**src/design/alu8f_pkg.sv**
```systemverilog
// ----------------------------------------------------------------------------
// alu8f_pkg
// Shared types and codes for the eight-bit accumulator ALU with flags.
// ----------------------------------------------------------------------------
package alu8f_pkg;

	localparam int DataW = 8;
	localparam int CmdW  = 5;

	// status byte bit positions
	localparam int FlagS  = 7;
	localparam int FlagZ  = 6;
	localparam int FlagAc = 4;
	localparam int FlagP  = 2;
	localparam int FlagCy = 0;

	typedef enum logic [CmdW-1:0] {
		CMD_ADD = 5'd0,
		CMD_ADC = 5'd1,
		CMD_SUB = 5'd2,
		CMD_SBB = 5'd3,
		CMD_ANA = 5'd4,
		CMD_XRA = 5'd5,
		CMD_ORA = 5'd6,
		CMD_CMP = 5'd7,
		CMD_INR = 5'd8,
		CMD_DCR = 5'd9,
		CMD_DAA = 5'd10,
		CMD_RLC = 5'd11,
		CMD_RRC = 5'd12,
		CMD_RAL = 5'd13,
		CMD_RAR = 5'd14,
		CMD_CMA = 5'd15,
		CMD_CMC = 5'd16,
		CMD_STC = 5'd17
	} cmd_t;

	typedef struct packed {
		logic [CmdW-1:0]  cmd;
		logic [DataW-1:0] acc_value;
		logic [DataW-1:0] operand;
		logic [DataW-1:0] flags_in;
	} alu_req_t;

	typedef struct packed {
		logic [DataW-1:0] result;
		logic [DataW-1:0] flags_out;
		logic             write_result;
	} alu_rsp_t;

endpackage

```
**src/design/alu8f_core.sv**
```systemverilog
// ----------------------------------------------------------------------------
// alu8f_core
// Combinational datapath: decodes one request and forms result and flags.
// ----------------------------------------------------------------------------
module alu8f_core (
	input  alu8f_pkg::alu_req_t req,
	output alu8f_pkg::alu_rsp_t rsp
);
	import alu8f_pkg::*;

	logic [DataW-1:0] a;
	logic [DataW-1:0] b;
	logic [DataW-1:0] fin;
	logic             cy;
	logic             ci;
	logic [DataW:0]   add_t;
	logic [DataW:0]   sub_t;
	logic [4:0]       add_n;
	logic [4:0]       sub_n;
	logic             lo_gt9;
	logic             hi_gt99;
	logic [DataW-1:0] daa_cor;
	logic [DataW-1:0] res;
	logic [DataW-1:0] fout;
	logic             wr;
	logic             set_szp;
	logic             ac_v;
	logic             cy_v;
	logic             upd_ac;
	logic             upd_cy;

	assign a   = req.acc_value;
	assign b   = req.operand;
	assign fin = req.flags_in;
	assign cy  = fin[FlagCy];

	// carry / borrow in only for adc and sbb
	assign ci = ((req.cmd == CMD_ADC) || (req.cmd == CMD_SBB)) ? cy : 1'b0;

	assign add_t = {1'b0, a} + {1'b0, b} + {{DataW{1'b0}}, ci};
	assign sub_t = {1'b0, a} - {1'b0, b} - {{DataW{1'b0}}, ci};
	assign add_n = {1'b0, a[3:0]} + {1'b0, b[3:0]} + {4'd0, ci};
	assign sub_n = {1'b0, a[3:0]} - {1'b0, b[3:0]} - {4'd0, ci};

	assign lo_gt9  = (a[3:0] > 4'd9);
	assign hi_gt99 = (a > 8'h99);
	assign daa_cor = ((lo_gt9 || fin[FlagAc]) ? 8'h06 : 8'h00)
		| ((hi_gt99 || cy) ? 8'h60 : 8'h00);

	always_comb begin
		res     = a;
		wr      = 1'b0;
		set_szp = 1'b0;
		ac_v    = fin[FlagAc];
		cy_v    = cy;
		upd_ac  = 1'b0;
		upd_cy  = 1'b0;
		fout    = fin;
		unique case (req.cmd) inside
			CMD_ADD, CMD_ADC: begin
				res     = add_t[DataW-1:0];
				wr      = 1'b1;
				set_szp = 1'b1;
				ac_v    = add_n[4];
				cy_v    = add_t[DataW];
				upd_ac  = 1'b1;
				upd_cy  = 1'b1;
			end
			CMD_SUB, CMD_SBB, CMD_CMP: begin
				res     = sub_t[DataW-1:0];
				wr      = (req.cmd != CMD_CMP);
				set_szp = 1'b1;
				ac_v    = sub_n[4];
				cy_v    = sub_t[DataW];
				upd_ac  = 1'b1;
				upd_cy  = 1'b1;
			end
			CMD_ANA, CMD_XRA, CMD_ORA: begin
				if (req.cmd == CMD_ANA) begin
					res = a & b;
				end else if (req.cmd == CMD_XRA) begin
					res = a ^ b;
				end else begin
					res = a | b;
				end
				wr      = 1'b1;
				set_szp = 1'b1;
				cy_v    = 1'b0;
				upd_cy  = 1'b1;
			end
			CMD_INR: begin
				res     = b + 8'd1;
				wr      = 1'b1;
				set_szp = 1'b1;
				ac_v    = (b[3:0] == 4'hF);
				upd_ac  = 1'b1;
			end
			CMD_DCR: begin
				res     = b - 8'd1;
				wr      = 1'b1;
				set_szp = 1'b1;
				ac_v    = (b[3:0] == 4'h0);
				upd_ac  = 1'b1;
			end
			CMD_DAA: begin
				res     = a + daa_cor;
				wr      = 1'b1;
				set_szp = 1'b1;
				ac_v    = lo_gt9;
				cy_v    = cy | hi_gt99;
				upd_ac  = 1'b1;
				upd_cy  = 1'b1;
			end
			CMD_RLC: begin
				res    = {a[6:0], a[7]};
				wr     = 1'b1;
				cy_v   = a[7];
				upd_cy = 1'b1;
			end
			CMD_RRC: begin
				res    = {a[0], a[7:1]};
				wr     = 1'b1;
				cy_v   = a[0];
				upd_cy = 1'b1;
			end
			CMD_RAL: begin
				res    = {a[6:0], cy};
				wr     = 1'b1;
				cy_v   = a[7];
				upd_cy = 1'b1;
			end
			CMD_RAR: begin
				res    = {cy, a[7:1]};
				wr     = 1'b1;
				cy_v   = a[0];
				upd_cy = 1'b1;
			end
			CMD_CMA: begin
				res = ~a;
				wr  = 1'b1;
			end
			CMD_CMC: begin
				cy_v   = ~cy;
				upd_cy = 1'b1;
			end
			CMD_STC: begin
				cy_v   = 1'b1;
				upd_cy = 1'b1;
			end
			default: begin
				res = a;
			end
		endcase

		if (set_szp) begin
			fout[FlagS] = res[DataW-1];
			fout[FlagZ] = (res == '0);
			fout[FlagP] = ~^res;
		end
		if (upd_ac) begin
			fout[FlagAc] = ac_v;
		end
		if (upd_cy) begin
			fout[FlagCy] = cy_v;
		end
	end

	assign rsp.result       = res;
	assign rsp.flags_out    = fout;
	assign rsp.write_result = wr;

endmodule

```
**src/design/eight_bit_alu_with_flags_top.sv**
```systemverilog
// ----------------------------------------------------------------------------
// eight_bit_alu_with_flags_top
// Eight-bit accumulator ALU with status flags, two-register pipeline.
// ----------------------------------------------------------------------------
//  channel  handshake              payload
//  in       in_valid / in_stall    cmd, acc_value, operand, flags_in
//  out      out_valid / out_stall  result, flags_out, write_result
//
//  One request per cycle sustained while out_stall is low; a request passes
//  the input register, then ALU logic into the result register.
//  arst_n clears both stage valid bits; payload registers are not reset.
//  out_stall holds the result register; the input register keeps taking
//  a request while the result stage can move, so in_stall rises only when
//  both stages are full and the output is stalled.
// ----------------------------------------------------------------------------
module eight_bit_alu_with_flags_top (
	input  logic                          clk,
	input  logic                          arst_n,
	input  logic                          in_valid,
	output logic                          in_stall,
	input  logic [alu8f_pkg::CmdW-1:0]    cmd,
	input  logic [alu8f_pkg::DataW-1:0]   acc_value,
	input  logic [alu8f_pkg::DataW-1:0]   operand,
	input  logic [alu8f_pkg::DataW-1:0]   flags_in,
	output logic                          out_valid,
	input  logic                          out_stall,
	output logic [alu8f_pkg::DataW-1:0]   result,
	output logic [alu8f_pkg::DataW-1:0]   flags_out,
	output logic                          write_result
);
	import alu8f_pkg::*;

	logic     vld_s1;
	logic     vld_s2;
	alu_req_t req_s1;
	alu_rsp_t rsp_s2;
	alu_rsp_t rsp_c;
	logic     load_s1;
	logic     load_s2;

	assign load_s2  = !vld_s2 || !out_stall;
	assign load_s1  = !vld_s1 || load_s2;
	assign in_stall = !load_s1;

	always_ff @(posedge clk or negedge arst_n) begin
		if (!arst_n) begin
			vld_s1 <= 1'b0;
			vld_s2 <= 1'b0;
		end else begin
			if (load_s1) begin
				vld_s1 <= in_valid;
			end
			if (load_s2) begin
				vld_s2 <= vld_s1;
			end
		end
	end

	always_ff @(posedge clk) begin
		if (load_s1 && in_valid) begin
			req_s1.cmd       <= cmd;
			req_s1.acc_value <= acc_value;
			req_s1.operand   <= operand;
			req_s1.flags_in  <= flags_in;
		end
		if (load_s2 && vld_s1) begin
			rsp_s2 <= rsp_c;
		end
	end

	alu8f_core u_core (
		.req (req_s1),
		.rsp (rsp_c)
	);

	assign out_valid    = vld_s2;
	assign result       = rsp_s2.result;
	assign flags_out    = rsp_s2.flags_out;
	assign write_result = rsp_s2.write_result;

endmodule

```
**config.mk**
```make
export PLATFORM = sky130hd
export DESIGN_NAME = eight_bit_alu_with_flags_top
export DESIGN_NICKNAME = d
export VERILOG_FILES = /design/src/design/alu8f_pkg.sv /design/src/design/alu8f_core.sv /design/src/design/eight_bit_alu_with_flags_top.sv
export SDC_FILE = /design/constraint.sdc
export NUM_CORES = 1
export LEC_CHECK = 0
export BUFFER_PORTS_ARGS = -buffer_cell sky130_fd_sc_hd__buf_2
export CAP_MARGIN = 10
export CELL_PAD_IN_SITES_DETAIL_PLACEMENT = 1
export CELL_PAD_IN_SITES_GLOBAL_PLACEMENT = 2
export CORE_MARGIN = 1
export CORE_UTILIZATION = 25
export DETAILED_ROUTE_END_ITERATION = 6
export GPL_TIMING_DRIVEN = 0
export PLACE_DENSITY = 0.7
export SETUP_SLACK_MARGIN = 0.2
export SKIP_LAST_GASP = 1
export SYNTH_ARGS = -nofsm -noshare
export SYNTH_HDL_FRONTEND = slang
export SYNTH_SLANG_ARGS = --single-unit
```
**constraint.sdc**
```tcl
create_clock -name clk -period 8.12 [get_ports clk]
set_input_delay 0.406 -clock clk [delete_from_list [all_inputs] [get_ports clk]]
set_output_delay 0.406 -clock clk [all_outputs]
set_load 0.01 [all_outputs]
```
==> flow_metrics.env, run 1 <==
export IMPL_timing_rr_end="flags_out[2]"
export IMPL_fp_coreArea_um2=15430
export IMPL_clkPwrFrac=0.320
export IMPL_synthSimpleGateAreaFrac=0.1369
export IMPL_first_iter_violations=173
export IMPL_grt_pass1_vias=3675
export IMPL_drc=0
export IMPL_mostFrequentLayoutCells="buf_2 (53), edfxtp_1 (46), ha_1 (44)"
export IMPL_grt_overflow=0
export IMPL_finClkSkew_ns=0.01302
export IMPL_drv_slew=0
export IMPL_internal_power_uw=546.0
export IMPL_tightest_slew_ns=1.044
export IMPL_antenna_found_initial=0
export IMPL_layout_drive_gt1_share=0.1477
export IMPL_min_period_ns=5.029
export IMPL_ys_async_sr_fraction=0.04167
export IMPL_cts_sinks=48
export IMPL_ir_drop_v=0.0001010
export IMPL_start_util=0.2595
export IMPL_n_antenna_cell=0
export IMPL_holdCritPathClass="in2reg"
export IMPL_setup_violations=0
export IMPL_synthCells=413
export IMPL_dieWidth_um=128.6
export IMPL_dieArea_um2=16530
export IMPL_synth_edf_count=46
export IMPL_min_path_cells=1
export IMPL_synth_nets=496
export IMPL_ant_nets=0
export IMPL_synth_xor_xnor_area_share=0.05031
export IMPL_endpoint_kind="register"
export IMPL_muxShareOfSynthArea=0.01563
export IMPL_fill_cells=1816
export IMPL_crit_end="flags_out[2]"
export IMPL_finalCritPeriodShare=0.6193
export IMPL_ios=52
export IMPL_yosys_area_top_type="edfxtp_1"
export IMPL_routedWlPerCell_um=19.00
export IMPL_crit_family="compound AO/OA/AOI/OAI gates"
export IMPL_crit_required_ns=8.18
export IMPL_path_class="reg2reg"
export IMPL_area_delta_synth_final_pct=18.44
export IMPL_r2r_start="req_s1[27]"
export IMPL_place_congestion=0.8686
export IMPL_cts_setup_buffers=0
export IMPL_ys_ff_latch=48
export IMPL_slew_headroom=0.2984
export IMPL_ys_types=62
export IMPL_synth_top_area_frac=0.3450
export IMPL_reg2reg_slack_ns=3.09
export IMPL_drt_wl_total_um=13010
export IMPL_rsz0062_at_grt="no"
export IMPL_synth_seq_area_share=0.3575
export IMPL_synth_warnings=0
export IMPL_synthAdderAreaFrac=0.1675
export IMPL_pwr_share_comb=0.286
export IMPL_synth_compound_area_frac=0.2238
export IMPL_hold_viol=0
export IMPL_grt_pass1_wl_um=20600
export IMPL_crit_cells=20
export IMPL_power_density_nw_per_um2=167.3
export IMPL_clk_latency_ns=0.31
export IMPL_fin_ws_ns=3.091
export IMPL_synth_top_family_by_area="compound AO/OA/AOI/OAI gates"
export IMPL_crit_slowest_cell="a2111oi_0"
export IMPL_p_switching_uw=247.4
export IMPL_drt_pass1_iterations=4
export IMPL_clk_pin_slew_ns=0.08
export IMPL_synthFlopType="edfxtp_1"
export IMPL_nets=556
export IMPL_leakagePower_uw=0.001932
export IMPL_h_tree_depth=2
export IMPL_fin_area_um2=4742
export IMPL_rr_worst_depth=20
export IMPL_cts_root_buf="clkbuf_16"
export IMPL_sw_frac_of_total=0.3118
export IMPL_status="completed"
export IMPL_cts_tree="done"
export IMPL_track_usage=0.1677
export IMPL_fin_total_pwr_uw=793.5
export IMPL_numCtsBuffers=5
export IMPL_syn_mean_instance_area_um2=9.695
export IMPL_cp_startpoint="req_s1[27]"
export IMPL_vias=3526
export IMPL_cts_path_max_buffers=2
export IMPL_chipHeight_um=128.6
export IMPL_fmax_ghz=0.1989
export IMPL_path_common_cell="nor2_1"
export IMPL_dp_hpwl_um=10400
export IMPL_syn_cell_area_um2=4004
export IMPL_arrival_ns=5.09
export IMPL_critical_path_max_fanout=10
export IMPL_fin_setup_tns_ns=0
export IMPL_drv_cap=0
export IMPL_cpPeakStageDelay_ns=0.68
export IMPL_worstPathBufferInverterCount=4
export IMPL_path_cells="buf_2, buf_1, nor2_1, nand3_1, inv_1, fa_1, inv_1, ha_1, nor2_1, fa_1, nand2b_1, a2111oi_0, nor2_1, xor2_1, a211oi_1, a32o_1, ha_1, xnor2_1, xnor2_1, mux2_2"
export IMPL_seqPwrFrac=0.395
export IMPL_via_per_inst=5.147
export IMPL_grt_max_degree=18
export IMPL_portBuffers=51
export IMPL_timing_hold_ws_ns=0.2683
export IMPL_final_common_cell="buf_2"
export IMPL_synth_area_leaders="edfxtp_1 (35%), ha_1 (14%), xnor2_1 (3.5%)"
export IMPL_rows=45
export IMPL_place_ws_ns=3.096
export IMPL_critPathLaunchType="register"
export IMPL_place_area_um2=4554
[metrics by stage]
stage / std cells / util
floorplan: 413 / -
global placement: 675 / 0.2932
detailed placement: 676 / 0.2952
CTS: 685 / 0.3074
global route: 685 / 0.3074
finish: 685 / 0.3074
[registers in the layout (all words and copies together), names as in the netlist]
signal        cells
req_s1           29
write_result      1
vld_s1            1
out_valid         1
flags_out         8
result            8
[logic make-up (layout without fill, tap and decap cells)]
logic type               after synthesis  count (layout)
AO/OA/AOI/OAI                        128             128
AND/OR/NAND/NOR                      111             111
adder cells (fa/ha/maj)               50              50
flip-flops                            48              48
buffers and inverters                 47             108
XOR/XNOR                              23              23
multiplexers                           6               6
[cells in the mapped netlist, types with 3 or more instances]
cell	count
mux2i_1	4
a32oi_1	3
o211ai_1	9
ha_1	44
edfxtp_1	46
a41oi_1	3
clkbuf_1	10
and3_1	6
nor3_1	7
a21boi_0	3
nor2_1	29
inv_1	30
o21a_1	4
xor2_1	7
a22oi_1	4
a21o_1	8
nand2_1	29
nor2b_1	4
nand2b_1	10
nand3_1	9
a21oi_1	18
o21ai_0	27
a211oi_1	7
or3_1	3
o21bai_1	3
a221oi_1	6
a31oi_1	6
a32o_1	3
fa_1	6
buf_1	3
xnor2_1	16
a211o_1	5
[power by group through the flow]
stage | sequential (uW) | combinational [uW] | clock, uW
5_1_grt | 316 | 252 | 273
4_1_cts | 313 | 227 | 262
2_1_floorplan | 318 | 149 | 0
3_5_place_dp | 319 | 225 | 0
6_report | 313 | 227 | 254
3_3_place_gp | 319 | 219 | 0
[area by class of cell]
class	instances	area, um2	area share
Clock buffer	6	138.9	0.02929
Sequential cell	48	1431	0.3018
Timing Repair Buffer	53	292.8	0.06174
Tap cell	211	264.0	0.05567
Inverter	30	112.6	0.02375
Multi-Input combinational cell	318	2382	0.5024
Clock inverter	2	38.79	0.008179
Buffer	17	81.33	0.01715
[worst min-delay path by stage]
stage                      startpoint         end  slack (ns)
after floorplan                arst_n   out_valid        0.11
after global placement         arst_n   out_valid        0.19
after detailed placement       arst_n      vld_s1        0.19
after CTS                  operand[2]  req_s1[10]        0.26
after global routing      flags_in[7]   req_s1[7]        0.26
final                      operand[4]  req_s1[12]        0.27
[routing by layer]
metal  up-vias  GRT usage  wire (um)
met5         -          0          0
met4         0    0.06920        432
met3        21    0.03202        645
met2        85     0.2801       6231
met1      1755     0.2122       5703
li1       1665          -          -
[repair_timing]
item	CTS	global route
resized for setup	0	0
hold buffers	1	0
hold endpoints to repair	2	0
setup endpoints to repair	0	0
No activity file was read; power rests on OpenSTA's default activity.
==> inputs of run 2 (changes only) <==
PLACE_DENSITY = 0.72   (was 0.7)
clock period = 4.3 ns   (was 8.12 ns; I/O delays follow)
==> run 2 against run 1 <==
Net effect:
- combinational power up 120%
- hold slack worse by 0.18 ns
- via count up 0.11%
- largest power group unchanged
==> flow_metrics.env, run 2 (same netlist as run 1, synthesis figures left out) <==
export IMPL_status="completed"
export IMPL_rows=45
export IMPL_drt_wl_total_um=13540
export IMPL_ir_drop_v=0.0001894
export IMPL_largest_reg_flops=29
export IMPL_grt_pass1_vias=3731
export IMPL_top_register="req_s1"
export IMPL_ant_nets=0
export IMPL_critPathLaunchType="register"
export IMPL_fill_cells=1819
export IMPL_timing_hold_ws_ns=0.08472
export IMPL_cts_tree="done"
export IMPL_endpoint_kind="register"
export IMPL_final_common_cell="buf_2"
export IMPL_crit_required_ns=4.36
export IMPL_fin_total_pwr_uw=1490
export IMPL_fp_coreArea_um2=15430
export IMPL_routedWlPerCell_um=19.32
export IMPL_dieWidth_um=128.6
export IMPL_clk_latency_ns=0.30
export IMPL_clk_pin_slew_ns=0.07
export IMPL_grt_pass1_wl_um=21530
export IMPL_n_antenna_cell=0
export IMPL_cts_sinks=48
export IMPL_portBuffers=51
export IMPL_fin_setup_tns_ns=0
export IMPL_slew_headroom=0.2532
export IMPL_path_class="reg2reg"
export IMPL_fmax_ghz=0.2431
export IMPL_place_ws_ns=-0.3987
export IMPL_drv_slew=0
export IMPL_layout_drive_gt1_share=0.2245
export IMPL_place_congestion=0.8800
export IMPL_vias=3530
export IMPL_drv_cap=0
export IMPL_grt_overflow=0
export IMPL_drc=0
export IMPL_leakagePower_uw=0.002052
export IMPL_track_usage=0.1741
export IMPL_grt_max_degree=19
export IMPL_via_per_inst=5.036
export IMPL_cpPeakStageDelay_ns=0.45
export IMPL_start_util=0.2595
export IMPL_ios=52
export IMPL_tightest_slew_ns=1.112
export IMPL_critical_path_max_fanout=3
export IMPL_power_density_nw_per_um2=298.2
export IMPL_crit_family="adder cells"
export IMPL_nets=572
export IMPL_dp_hpwl_um=10390
export IMPL_area_delta_synth_final_pct=24.84
export IMPL_crit_slowest_cell="fa_1"
export IMPL_cts_path_max_buffers=2
export IMPL_numCtsBuffers=5
export IMPL_h_tree_depth=2
export IMPL_min_period_ns=4.114
export IMPL_cts_root_buf="clkbuf_16"
export IMPL_multi_input_area_um2=2505
export IMPL_path_common_cell="nor2_4"
export IMPL_arrival_ns=4.17
export IMPL_worstPathBufferInverterCount=3
export IMPL_rsz0062_at_grt="yes"
export IMPL_holdCritPathClass="in2reg"
export IMPL_setup_violations=0
export IMPL_fin_ws_ns=0.1860
export IMPL_mostFrequentLayoutCells="buf_2 (52), edfxtp_1 (46), ha_1 (41)"
export IMPL_finClkSkew_ns=0.007283
export IMPL_finalCritPeriodShare=0.9567
export IMPL_hold_viol=0
export IMPL_drt_pass1_iterations=4
export IMPL_chipHeight_um=128.6
export IMPL_antenna_found_initial=0
export IMPL_path_cells="buf_6, buf_8, nor2_4, nand3_2, inv_2, fa_1, ha_2, nor2_4, fa_2, nand2b_4, a2111oi_4, nor2_1, xor2_1, a211oi_2, a32o_2, ha_4, xnor2_2, xnor2_1, mux2_4"
export IMPL_dieArea_um2=16530
export IMPL_regArea_um2=1431
export IMPL_first_iter_violations=186
[run 2: timing repair]
item / 4_1_cts / 5_1_grt
endpoints found under the setup margin: 2 / 1
hold buffers: 1 / 0
gates resized for setup: 31 / 5
pin swaps: 11 / 11
gates cloned: 0 / 0
endpoints found under the hold margin: 2 / 0
setup buffers: 11 / 5
[run 2: through the flow]
stage               instance area [um2]    util  cells
CTS                                4943  0.3204    696
global placement                   4532  0.2938    675
finish                             4999  0.3240    701
global route                       4999  0.3240    701
detailed placement                 4578  0.2968    677
floorplan                          4013       -    413
[run 2: final timing paths]
kind	startpoint	to	slack, ns	depth (start not counted)
worst max register to register	req_s1[27]	flags_out[2]	0.19	19
worst min-delay path	cmd[3]	req_s1[27]	0.08	1
worst min register to register	req_s1[1]	flags_out[1]	0.42	0
worst max-delay path	req_s1[27]	flags_out[2]	0.19	19
max in group asynchronous	arst_n	out_valid	3.97	2
min in group asynchronous	arst_n	vld_s1	0.23	2
[run 2: worst reg2reg max path: cells and delay by family, from the launching register on]
| kind | cells | cell delay, ns |
|---|---|---|
| buffers and inverters | 3 | 0.32 |
| DFF | 1 | 0.38 |
| xor gates and xnor gates | 3 | 0.45 |
| and+or+nand+nor | 5 | 0.43 |
| AOI/OAI and AO/OA | 3 | 0.90 |
| muxes | 1 | 0.26 |
| adders and majority gates | 4 | 1.13 |
[run 2: cell type report]
cell class	instances	share of cell area
Clock inverter	1	0.001752
Sequential cell	48	0.2864
Inverter	30	0.02253
Tap cell	211	0.05282
Timing Repair Buffer	70	0.08561
Buffer	16	0.02128
Multi-Input combinational cell	318	0.5011
Clock buffer	7	0.02854
[run 2: where the power goes]
group / total, uW / internal [uW] / switching, uW / leakage, uW
Combinational: 489 / 216 / 273 / 0.00151
Clock: 412 / 233 / 179 / 0.0000741
Sequential: 589 / 560 / 28.9 / 0.000464
[run 2: routing by layer]
layer  share of wire  GRT usage  wire length [um]
met4           0.026    0.06021               346
met1            0.46     0.2297              6268
met3           0.030    0.02495               413
met5               0          0                 0
met2            0.48     0.2909              6515
